### src/hdl/nearest_neighbor_scale_address_defines.svh
// Assertion macros shared by the nearest-neighbor scale address design.
`ifndef NEAREST_NEIGHBOR_SCALE_ADDRESS_DEFINES_SVH
`define NEAREST_NEIGHBOR_SCALE_ADDRESS_DEFINES_SVH

// Same-cycle implication, checked on every rising edge out of reset.
`define NNSA_ASSERT_NOW(label, ante, cons) \
  label: assert property (@(posedge clk_i) disable iff (!rst_ni) (ante) |-> (cons)) \
    else $error("nnsa assertion failed");

// Next-cycle implication, checked on every rising edge out of reset.
`define NNSA_ASSERT_NEXT(label, ante, cons) \
  label: assert property (@(posedge clk_i) disable iff (!rst_ni) (ante) |=> (cons)) \
    else $error("nnsa assertion failed");

`endif

### src/hdl/nnsa_pkg.sv
// Package with widths, word types and shared helpers of the scale address pipeline.
`timescale 1ns / 1ps
`default_nettype none

package nnsa_pkg;

  localparam int MAX_DIM       = 4096;
  localparam int CHROMA_VSHIFT = 1;
  localparam int PLANE_COUNT   = 3;

  localparam int COORD_W    = 12;
  localparam int DIM_W      = 13;
  localparam int STRIDE_W   = 14;
  localparam int OFFSET_W   = 25;
  localparam int PLANE_W    = 2;
  localparam int PROD_W     = COORD_W + DIM_W;
  localparam int MUL_W      = COORD_W + STRIDE_W;
  localparam int SUM_W      = MUL_W + 1;
  localparam int CFG_IDX_W  = 3;
  localparam int CFG_DATA_W = STRIDE_W;

  // Restoring divider: quotient bits resolved per stage and stage count.
  localparam int DIV_BITS   = 2;
  localparam int DIV_STAGES = COORD_W / DIV_BITS;
  // Front stage, divider stages, stride multiply stage, output stage.
  localparam int PIPE_DEPTH = DIV_STAGES + 3;

  localparam logic [COORD_W-1:0]  COORD_SAT  = COORD_W'(MAX_DIM - 1);
  localparam logic [OFFSET_W-1:0] OFFSET_MAX = {OFFSET_W{1'b1}};

  typedef enum logic [CFG_IDX_W-1:0] {
    CFG_SOURCE_WIDTH,
    CFG_SOURCE_HEIGHT,
    CFG_TARGET_WIDTH,
    CFG_TARGET_HEIGHT,
    CFG_SOURCE_LUMA_STRIDE,
    CFG_SOURCE_CHROMA_STRIDE,
    CFG_TARGET_LUMA_STRIDE,
    CFG_TARGET_CHROMA_STRIDE
  } cfg_idx_e;

  typedef struct packed {
    logic [COORD_W-1:0] out_col;
    logic [COORD_W-1:0] out_row;
    logic [PLANE_W-1:0] plane_index;
  } in_word_t;

  typedef struct packed {
    logic [COORD_W-1:0]  src_col;
    logic [COORD_W-1:0]  src_row;
    logic [OFFSET_W-1:0] src_offset;
    logic [OFFSET_W-1:0] dst_offset;
    logic [PLANE_W-1:0]  plane_echo;
    logic                out_of_range;
  } out_word_t;

  typedef struct packed {
    logic [DIM_W-1:0]    source_width;
    logic [DIM_W-1:0]    source_height;
    logic [DIM_W-1:0]    target_width;
    logic [DIM_W-1:0]    target_height;
    logic [STRIDE_W-1:0] source_luma_stride;
    logic [STRIDE_W-1:0] source_chroma_stride;
    logic [STRIDE_W-1:0] target_luma_stride;
    logic [STRIDE_W-1:0] target_chroma_stride;
  } cfg_t;

  // Everything the front stage hands on to the rest of the pipeline.
  typedef struct packed {
    logic [PROD_W-1:0]   col_prod;
    logic [DIM_W-1:0]    col_div;
    logic [PROD_W-1:0]   row_prod;
    logic [DIM_W-1:0]    row_div;
    logic [STRIDE_W-1:0] src_stride;
    logic [MUL_W-1:0]    dst_prod;
    logic [COORD_W-1:0]  col;
    logic [PLANE_W-1:0]  plane;
    logic                bad;
  } front_t;

  // Fields that ride alongside the divider.
  typedef struct packed {
    logic [STRIDE_W-1:0] src_stride;
    logic [OFFSET_W-1:0] dst_offset;
    logic [PLANE_W-1:0]  plane;
    logic                bad;
  } side_t;

  function automatic logic [OFFSET_W-1:0] sat_offset(input logic [SUM_W-1:0] v);
    if (v > SUM_W'(OFFSET_MAX)) begin
      return OFFSET_MAX;
    end
    return v[OFFSET_W-1:0];
  endfunction

endpackage

`default_nettype wire

### src/hdl/nnsa_front.sv
// Front stage: plane decode, range check and the three coordinate products.
`timescale 1ns / 1ps
`default_nettype none

module nnsa_front (
  input  wire logic              clk_i,
  input  wire logic              en_i,
  input  wire nnsa_pkg::in_word_t in_i,
  input  wire nnsa_pkg::cfg_t    cfg_i,
  output nnsa_pkg::front_t       front_o
);

  logic                          chroma;
  logic [nnsa_pkg::DIM_W-1:0]    in_h;
  logic [nnsa_pkg::DIM_W-1:0]    out_h;
  logic [nnsa_pkg::STRIDE_W-1:0] dst_stride;
  nnsa_pkg::front_t              front_d;
  nnsa_pkg::front_t              front_q;

  always_comb begin
    chroma     = in_i.plane_index != '0;
    in_h       = chroma ? (cfg_i.source_height >> nnsa_pkg::CHROMA_VSHIFT)
                        : cfg_i.source_height;
    out_h      = chroma ? (cfg_i.target_height >> nnsa_pkg::CHROMA_VSHIFT)
                        : cfg_i.target_height;
    dst_stride = chroma ? cfg_i.target_chroma_stride : cfg_i.target_luma_stride;

    front_d.col_prod   = nnsa_pkg::PROD_W'(in_i.out_col)
                       * nnsa_pkg::PROD_W'(cfg_i.source_width);
    front_d.col_div    = cfg_i.target_width;
    front_d.row_prod   = nnsa_pkg::PROD_W'(in_i.out_row) * nnsa_pkg::PROD_W'(in_h);
    front_d.row_div    = out_h;
    front_d.src_stride = chroma ? cfg_i.source_chroma_stride : cfg_i.source_luma_stride;
    front_d.dst_prod   = nnsa_pkg::MUL_W'(in_i.out_row) * nnsa_pkg::MUL_W'(dst_stride);
    front_d.col        = in_i.out_col;
    front_d.plane      = in_i.plane_index;
    // A zero divisor can only reach the divider on a rejected request.
    front_d.bad = ({1'b0, in_i.plane_index} >= 3'(nnsa_pkg::PLANE_COUNT))
               || ({1'b0, in_i.out_col} >= cfg_i.target_width)
               || ({1'b0, in_i.out_row} >= out_h)
               || (in_h == '0) || (out_h == '0);
  end

  always_ff @(posedge clk_i) begin
    if (en_i) begin
      front_q <= front_d;
    end
  end

  assign front_o = front_q;

endmodule

`default_nettype wire

### src/hdl/nnsa_divider.sv
// Pipelined restoring divider with saturation of the quotient to the coordinate range.
`timescale 1ns / 1ps
`default_nettype none

module nnsa_divider (
  input  wire logic [nnsa_pkg::DIV_STAGES-1:0] clk_en_i,
  input  wire logic                            clk_i,
  input  wire logic [nnsa_pkg::PROD_W-1:0]     dividend_i,
  input  wire logic [nnsa_pkg::DIM_W-1:0]      divisor_i,
  output logic [nnsa_pkg::COORD_W-1:0]         quot_o
);

  localparam int CW = nnsa_pkg::COORD_W;
  localparam int DW = nnsa_pkg::DIM_W;
  localparam int NS = nnsa_pkg::DIV_STAGES;

  logic [DW-1:0] rem_q [NS-1];
  logic [CW-1:0] low_q [NS-1];
  logic [DW-1:0] dsr_q [NS-1];
  logic [CW-1:0] quo_q [NS];
  logic          ovf_q [NS];

  for (genvar s = 0; s < NS; s++) begin : g_stage
    logic [DW-1:0] rem_in;
    logic [CW-1:0] low_in;
    logic [DW-1:0] dsr_in;
    logic [CW-1:0] quo_in;
    logic          ovf_in;
    logic [DW-1:0] rem_nx;
    logic [CW-1:0] low_nx;
    logic [CW-1:0] quo_nx;

    if (s == 0) begin : g_first
      // The quotient reaches the saturation limit when the upper dividend
      // bits already cover the divisor; otherwise they are a valid remainder.
      assign rem_in = dividend_i[nnsa_pkg::PROD_W-1:CW];
      assign low_in = dividend_i[CW-1:0];
      assign dsr_in = divisor_i;
      assign quo_in = '0;
      assign ovf_in = dividend_i[nnsa_pkg::PROD_W-1:CW] >= divisor_i;
    end else begin : g_rest
      assign rem_in = rem_q[s-1];
      assign low_in = low_q[s-1];
      assign dsr_in = dsr_q[s-1];
      assign quo_in = quo_q[s-1];
      assign ovf_in = ovf_q[s-1];
    end

    always_comb begin
      logic [DW:0] trial;
      rem_nx = rem_in;
      low_nx = low_in;
      quo_nx = quo_in;
      for (int j = 0; j < nnsa_pkg::DIV_BITS; j++) begin
        trial  = {rem_nx, low_nx[CW-1]};
        low_nx = {low_nx[CW-2:0], 1'b0};
        if (trial >= {1'b0, dsr_in}) begin
          rem_nx = DW'(trial - {1'b0, dsr_in});
          quo_nx = {quo_nx[CW-2:0], 1'b1};
        end else begin
          rem_nx = trial[DW-1:0];
          quo_nx = {quo_nx[CW-2:0], 1'b0};
        end
      end
    end

    always_ff @(posedge clk_i) begin
      if (clk_en_i[s]) begin
        quo_q[s] <= quo_nx;
        ovf_q[s] <= ovf_in;
      end
    end

    if (s < NS - 1) begin : g_carry
      always_ff @(posedge clk_i) begin
        if (clk_en_i[s]) begin
          rem_q[s] <= rem_nx;
          low_q[s] <= low_nx;
          dsr_q[s] <= dsr_in;
        end
      end
    end
  end

  assign quot_o = ovf_q[NS-1] ? nnsa_pkg::COORD_SAT : quo_q[NS-1];

endmodule

`default_nettype wire

### src/hdl/nnsa_offset.sv
// Back end: source row times stride, offset sums with saturation, output word register.
`timescale 1ns / 1ps
`default_nettype none

module nnsa_offset (
  input  wire logic                         clk_i,
  input  wire logic [1:0]                   en_i,
  input  wire logic [nnsa_pkg::COORD_W-1:0] col_i,
  input  wire logic [nnsa_pkg::COORD_W-1:0] row_i,
  input  wire nnsa_pkg::side_t              side_i,
  output nnsa_pkg::out_word_t               out_o
);

  logic [nnsa_pkg::COORD_W-1:0] col_q;
  logic [nnsa_pkg::COORD_W-1:0] row_q;
  logic [nnsa_pkg::MUL_W-1:0]   prod_q;
  nnsa_pkg::side_t              side_q;
  nnsa_pkg::out_word_t          out_d;
  nnsa_pkg::out_word_t          out_q;

  always_ff @(posedge clk_i) begin
    if (en_i[0]) begin
      col_q  <= col_i;
      row_q  <= row_i;
      prod_q <= nnsa_pkg::MUL_W'(row_i) * nnsa_pkg::MUL_W'(side_i.src_stride);
      side_q <= side_i;
    end
  end

  always_comb begin
    out_d.plane_echo   = side_q.plane;
    out_d.out_of_range = side_q.bad;
    if (side_q.bad) begin
      out_d.src_col    = '0;
      out_d.src_row    = '0;
      out_d.src_offset = '0;
      out_d.dst_offset = '0;
    end else begin
      out_d.src_col    = col_q;
      out_d.src_row    = row_q;
      out_d.src_offset = nnsa_pkg::sat_offset(nnsa_pkg::SUM_W'(prod_q)
                                              + nnsa_pkg::SUM_W'(col_q));
      out_d.dst_offset = side_q.dst_offset;
    end
  end

  always_ff @(posedge clk_i) begin
    if (en_i[1]) begin
      out_q <= out_d;
    end
  end

  assign out_o = out_q;

endmodule

`default_nettype wire

### src/hdl/nearest_neighbor_scale_address.sv
// Top level of the nearest-neighbor scale address generator.
`timescale 1ns / 1ps
`default_nettype none

`include "nearest_neighbor_scale_address_defines.svh"

// For each output pixel coordinate and plane this block returns the nearest
// source pixel and the source and destination byte offsets. It takes one word
// per cycle while in_stall_o is low and gives one result word per input word,
// in order. The pipeline is built around the divider: a restoring divider
// resolving two quotient bits in each of six stages, with one stage of
// products in front and one stage each for the stride multiply and the offset
// sums behind it. Empty stages close up while the output is stalled, so up to
// nine words are held before the input stalls.
// Configuration writes are taken in any cycle and must only happen while the
// pipeline is empty.
module nearest_neighbor_scale_address (
  input  wire logic                            clk_i,
  input  wire logic                            rst_ni,
  input  wire logic                            in_valid_i,
  output logic                                 in_stall_o,
  input  wire nnsa_pkg::in_word_t              in_data_i,
  output logic                                 out_valid_o,
  input  wire logic                            out_stall_i,
  output nnsa_pkg::out_word_t                  out_data_o,
  input  wire logic                            cfg_valid_i,
  output logic                                 cfg_ready_o,
  input  wire logic [nnsa_pkg::CFG_IDX_W-1:0]  cfg_index_i,
  input  wire logic [nnsa_pkg::CFG_DATA_W-1:0] cfg_data_i
);

  localparam int ND = nnsa_pkg::PIPE_DEPTH;
  localparam int NS = nnsa_pkg::DIV_STAGES;

  nnsa_pkg::cfg_t               cfg_q;
  logic [ND-1:0]                valid_q;
  logic [ND-1:0]                en;
  nnsa_pkg::front_t             front;
  nnsa_pkg::side_t              side_q [NS];
  nnsa_pkg::side_t              side_d;
  logic [nnsa_pkg::COORD_W-1:0] src_col;
  logic [nnsa_pkg::COORD_W-1:0] src_row;

  assign cfg_ready_o = 1'b1;

  always_ff @(posedge clk_i or negedge rst_ni) begin
    if (!rst_ni) begin
      cfg_q.source_width         <= nnsa_pkg::DIM_W'(1);
      cfg_q.source_height        <= nnsa_pkg::DIM_W'(1);
      cfg_q.target_width         <= nnsa_pkg::DIM_W'(1);
      cfg_q.target_height        <= nnsa_pkg::DIM_W'(1);
      cfg_q.source_luma_stride   <= nnsa_pkg::STRIDE_W'(1);
      cfg_q.source_chroma_stride <= nnsa_pkg::STRIDE_W'(1);
      cfg_q.target_luma_stride   <= nnsa_pkg::STRIDE_W'(1);
      cfg_q.target_chroma_stride <= nnsa_pkg::STRIDE_W'(1);
    end else if (cfg_valid_i && cfg_ready_o) begin
      case (nnsa_pkg::cfg_idx_e'(cfg_index_i))
        nnsa_pkg::CFG_SOURCE_WIDTH:
          cfg_q.source_width <= cfg_data_i[nnsa_pkg::DIM_W-1:0];
        nnsa_pkg::CFG_SOURCE_HEIGHT:
          cfg_q.source_height <= cfg_data_i[nnsa_pkg::DIM_W-1:0];
        nnsa_pkg::CFG_TARGET_WIDTH:
          cfg_q.target_width <= cfg_data_i[nnsa_pkg::DIM_W-1:0];
        nnsa_pkg::CFG_TARGET_HEIGHT:
          cfg_q.target_height <= cfg_data_i[nnsa_pkg::DIM_W-1:0];
        nnsa_pkg::CFG_SOURCE_LUMA_STRIDE:   cfg_q.source_luma_stride   <= cfg_data_i;
        nnsa_pkg::CFG_SOURCE_CHROMA_STRIDE: cfg_q.source_chroma_stride <= cfg_data_i;
        nnsa_pkg::CFG_TARGET_LUMA_STRIDE:   cfg_q.target_luma_stride   <= cfg_data_i;
        nnsa_pkg::CFG_TARGET_CHROMA_STRIDE: cfg_q.target_chroma_stride <= cfg_data_i;
        default: ;
      endcase
    end
  end

  // A stage loads when it is empty or when the stage after it loads too.
  always_comb begin
    en[ND-1] = !valid_q[ND-1] || !out_stall_i;
    for (int k = ND - 2; k >= 0; k--) begin
      en[k] = !valid_q[k] || en[k+1];
    end
  end

  always_ff @(posedge clk_i or negedge rst_ni) begin
    if (!rst_ni) begin
      valid_q <= '0;
    end else begin
      if (en[0]) begin
        valid_q[0] <= in_valid_i;
      end
      for (int k = 1; k < ND; k++) begin
        if (en[k]) begin
          valid_q[k] <= valid_q[k-1];
        end
      end
    end
  end

  assign in_stall_o  = !en[0];
  assign out_valid_o = valid_q[ND-1];

  nnsa_front u_front (
    .clk_i   (clk_i),
    .en_i    (en[0]),
    .in_i    (in_data_i),
    .cfg_i   (cfg_q),
    .front_o (front)
  );

  nnsa_divider u_div_col (
    .clk_en_i   (en[NS:1]),
    .clk_i      (clk_i),
    .dividend_i (front.col_prod),
    .divisor_i  (front.col_div),
    .quot_o     (src_col)
  );

  nnsa_divider u_div_row (
    .clk_en_i   (en[NS:1]),
    .clk_i      (clk_i),
    .dividend_i (front.row_prod),
    .divisor_i  (front.row_div),
    .quot_o     (src_row)
  );

  // The destination offset is finished in the first divider stage and then
  // rides along with the plane, the reject flag and the source stride.
  always_comb begin
    side_d.src_stride = front.src_stride;
    side_d.plane      = front.plane;
    side_d.bad        = front.bad;
    side_d.dst_offset = nnsa_pkg::sat_offset(nnsa_pkg::SUM_W'(front.dst_prod)
                                             + nnsa_pkg::SUM_W'(front.col));
  end

  always_ff @(posedge clk_i) begin
    if (en[1]) begin
      side_q[0] <= side_d;
    end
    for (int k = 1; k < NS; k++) begin
      if (en[k+1]) begin
        side_q[k] <= side_q[k-1];
      end
    end
  end

  nnsa_offset u_offset (
    .clk_i  (clk_i),
    .en_i   (en[ND-1:ND-2]),
    .col_i  (src_col),
    .row_i  (src_row),
    .side_i (side_q[NS-1]),
    .out_o  (out_data_o)
  );

  `NNSA_ASSERT_NOW(a_reject_zeroes, out_valid_o && out_data_o.out_of_range, (out_data_o.src_col == '0) && (out_data_o.src_row == '0) && (out_data_o.src_offset == '0) && (out_data_o.dst_offset == '0))
  `NNSA_ASSERT_NOW(a_stall_only_full, in_stall_o, valid_q == '1)
  `NNSA_ASSERT_NEXT(a_accept_enters, in_valid_i && !in_stall_o, valid_q[0])
  `NNSA_ASSERT_NOW(a_offset_covers_col, out_valid_o && !out_data_o.out_of_range, out_data_o.src_offset >= nnsa_pkg::OFFSET_W'(out_data_o.src_col))

endmodule

`default_nettype wire
### config.mk
export PLATFORM = sky130hd
export DESIGN_NAME = nearest_neighbor_scale_address
export DESIGN_NICKNAME = d
export VERILOG_FILES = /design/src/hdl/nnsa_pkg.sv /design/src/hdl/nnsa_front.sv /design/src/hdl/nnsa_divider.sv /design/src/hdl/nnsa_offset.sv /design/src/hdl/nearest_neighbor_scale_address.sv
export VERILOG_INCLUDE_DIRS = /design/src /design/src/hdl
export SDC_FILE = /design/constraint.sdc
export NUM_CORES = 2
export LEC_CHECK = 0
export BUFFER_PORTS_ARGS = -buffer_cell sky130_fd_sc_hd__buf_2
export CAP_MARGIN = 20
export CORE_MARGIN = 2
export CORE_UTILIZATION = 50
export CTS_CLUSTER_DIAMETER = 100
export DETAILED_ROUTE_END_ITERATION = 16
export PLACE_DENSITY = 0.68
export REMOVE_ABC_BUFFERS = 1
export SETUP_SLACK_MARGIN = 0.4
export SYNTH_ARGS = -nofsm -noshare
export SYNTH_HDL_FRONTEND = slang
export SYNTH_HIERARCHICAL = 1
export SYNTH_SLANG_ARGS = --single-unit
### constraint.sdc
create_clock -name clk_i -period 7.2 [get_ports clk_i]
set_clock_uncertainty 0.2 [all_clocks]
set_input_delay 0.36 -clock clk_i [delete_from_list [all_inputs] [get_ports clk_i]]
set_output_delay 0.36 -clock clk_i [all_outputs]
set_load 0.005 [all_outputs]
==> results.ini <==
[grt]
antenna_found_initial = 5
overflow = 0
grt_pass1_wl_microns = 255000
grtUsageTotal = 0.207
grt_util_met2 = 0.336
grt-busiest-layer = met2
grt.met1_usage = 0.288
grt_start_max_net_pins = 81
met3_usage = 0.0322
grt_pass1_vias = 48800

[finish]
drive_above_1_share = 0.119
multi_input_area_sq_um = 39500
register_area_sq_um = 31600
fillerInstances = 12500
finalNetCount = 7891
area_growth_pct = 9.31

[synth]
synth_edf_count = 954
syn-mean-instance-area_sq_um = 11.4
ys_ff_latch = 1071
syn_inst = 6579
async_flop_share = 0.109
synth_ff_type = edfxtp_1
seq_area_frac_synth = 0.421
synth_cell_types = 109
yosysWarnings = 6
synth_area_sq_um = 75000

[route]
drc = 0
ant_nets = 0
wl_microns = 156000
first_pass_iters = 7
wl_per_cell_microns = 17.6
drtIter0Drc = 2800
routed_via_density = 5.40
num_vias = 47700

[min_path]
hold_class = in -> reg
hp-start = cfg_index_i[0]
min_path_cells = 3
min_to = cfg_q[45]

[critical_path]
worstSetupPathType = in -> reg
r2r_start = u_div_col/low_q[0][17]
cp.required_ns = 7.48
worstPathMaxFanout = 14
worstSetupEndpointType = register
r2r_setup_slack_ns = 1.01
r2r-end = u_div_col/rem_q[0][32]
cp-startpoint = in_data_i[0]
startpoint_type = input pin
arrival_ns = 6.88
rr_worst_depth = 20

[cts]
ctsHtreeMaxLevel = 3
cts_tree = done
path_clk_slew_ns = 0.06
clock-sinks = 1071
cts_root_buffer = clkbuf_16
cts_made_buffers = 111
clock_path_buffers = 3
clock_latency_ns = 0.75

[floorplanning]
dieArea_sq_um = 153000
die_y_microns = 391
num_rows = 142
die_width_microns = 391
start_util = 0.502
ios = 128
core_sq_um = 149000

[sta]
setup_viol = 0
worst_pin_slew_ns = 1.07
whs_ns = 0.0850
finalCriticalPeriod_ns = 6.60
maxSlewHeadroom = 0.281
rsz0062_at_grt = false
fin_setup_tns_ns = 0
fin_crit_sh = 0.917
finalMaxSlewViolations = 0
hold_viol = 0
fmax_mhz = 151

[job]
cap_violations = 0

[outcome]
outcome = finished, final reports clean

[placed_design]
place.gp.congestion = 0.903
portBuffers = 126
dp.final_hpwl_microns = 118000

## critical path, stage by stage
cell	delay (ns)
dlygate4sd3_1	0.59
buf_2	0.22
nor2_4	0.24
buf_6	0.23
mux2_2	0.47
nand2_1	0.13
fa_1	0.46
fa_1	0.52
inv_1	0.05
fa_1	0.47
fa_1	0.55
inv_1	0.06
fa_1	0.53
inv_1	0.04
ha_1	0.34
a21o_1	0.21
a21oi_2	0.20
o22ai_1	0.13
or3_1	0.38
a21oi_4	0.21
o21ai_2	0.11
a221oi_2	0.27
xnor2_1	0.10
## what timing repair did
item                       4_1_cts  5_1_grt
hold buffers                    35        0
setup endpoints to repair        0        8
hold endpoints to repair       140        0
resized for setup                0        6
setup buffers                    0        2
## state kept, by name, summed over array words and instances, names as in the netlist, 9 cells and up
name	count
u_div_row/low_q	30
u_div_row/quo_q	42
u_div_col/dsr_q	65
side_q	252
u_div_col/quo_q	42
u_offset/out_o	77
u_offset/prod_q	26
u_front/front_o	131
u_div_col/low_q	30
u_offset/col_q	12
valid_q	9
cfg_q	108
u_offset/row_q	12
u_div_row/dsr_q	65
u_offset/side_q	25
u_div_col/rem_q	65
u_div_row/rem_q	65
## worst max path at each step
| stage | end | depth (start not counted) | slack, ns |
|---|---|---|---|
| finish | u_front/front_o[39] | 23 | 0.60 |
| global route | u_front/front_o[39] | 24 | 0.40 |
| global placement | u_front/front_o[39] | 22 | 0.47 |
| floorplan | u_front/front_o[39] | 20 | -1.50 |
| detailed placement | u_front/front_o[39] | 22 | 0.34 |
| CTS | u_front/front_o[39] | 23 | 0.50 |
## through the flow
step	area (sq um)	std cells	setup WS, ns	util
2_1_floorplan	74300	6396	-1.50	-
3_3_place_gp	77900	8583	0.475	0.521
3_5_place_dp	77900	8584	0.340	0.521
4_1_cts	81900	8830	0.500	0.548
5_1_grt	82000	8833	0.395	0.549
6_report	82000	8835	0.597	0.549
## kinds of logic after synthesis
group | synth area share
adder cells (fa/ha/maj) | 0.236
flip-flops | 0.421
XOR/XNOR | 0.0361
other | 0.0000500
multiplexers | 0.0539
AO/OA/AOI/OAI | 0.0891
buffers and inverters | 0.0548
AND/OR/NAND/NOR | 0.109
## synth_stat cells (26+ instances only)
master	n	area (sq um)
a211oi_1	37	278
a21o_1	95	713
a21oi_1	337	1690
a31oi_1	40	250
and2_1	240	1500
and3_1	35	219
clkbuf_1	148	556
dfrtp_1	109	2730
edfxtp_1	954	28600
fa_1	484	9690
ha_1	640	8010
inv_1	889	3340
mux2_2	306	3450
mux2i_1	35	350
nand2_1	585	2200
nand2b_1	59	369
nand3_1	70	350
nand4_1	71	444
nor2_1	215	807
nor2b_1	119	744
nor3_1	87	435
nor4_1	26	163
o21a_1	66	495
o21ai_0	172	861
o21bai_1	29	218
o31ai_1	31	233
or2_2	58	363
or3_1	27	169
xnor2_1	214	1870
xor2_1	95	832
## layout by cell type, fill, tap and decap left out, drive strengths merged, types with 37 or more instances in the layout
master / Yosys / layout
a21o: 95 / 95
clkbuf: 149 / 147
mux2: 323 / 323
clkinv: 0 / 37
nor2b: 120 / 120
a31oi: 40 / 40
o21ai: 187 / 187
ha: 640 / 640
nand3: 70 / 70
fa: 484 / 484
o21a: 66 / 66
xor2: 95 / 95
nor3: 90 / 90
nand2: 585 / 585
nand2b: 59 / 59
and2: 240 / 240
or2: 59 / 59
nand4: 71 / 71
inv: 889 / 901
xnor2: 214 / 214
buf: 34 / 175
nor2: 216 / 216
dfrtp: 109 / 109
a21oi: 344 / 344
a211oi: 47 / 47
edfxtp: 954 / 954
## per-layer routing
| metal | vias up | part of all wire |
|---|---|---|
| met2 | 1166 | 0.46 |
| met4 | 2 | 0.026 |
| met5 | - | 0.00011 |
| li1 | 23000 | - |
| met1 | 23300 | 0.46 |
| met3 | 239 | 0.052 |
## final cells by class
type	instances	share of cell area
Clock inverter	64	0.00912
Inverter	889	0.0408
Clock buffer	147	0.0362
Sequential cell	1071	0.385
Tap cell	2016	0.0308
Timing Repair Buffer	210	0.0168
Antenna cell	2	0.0000610
Multi-Input combinational cell	4436	0.481
Power is not shown: default switching activity piles up to over one toggle a cycle in this logic, so the estimate is an artifact.
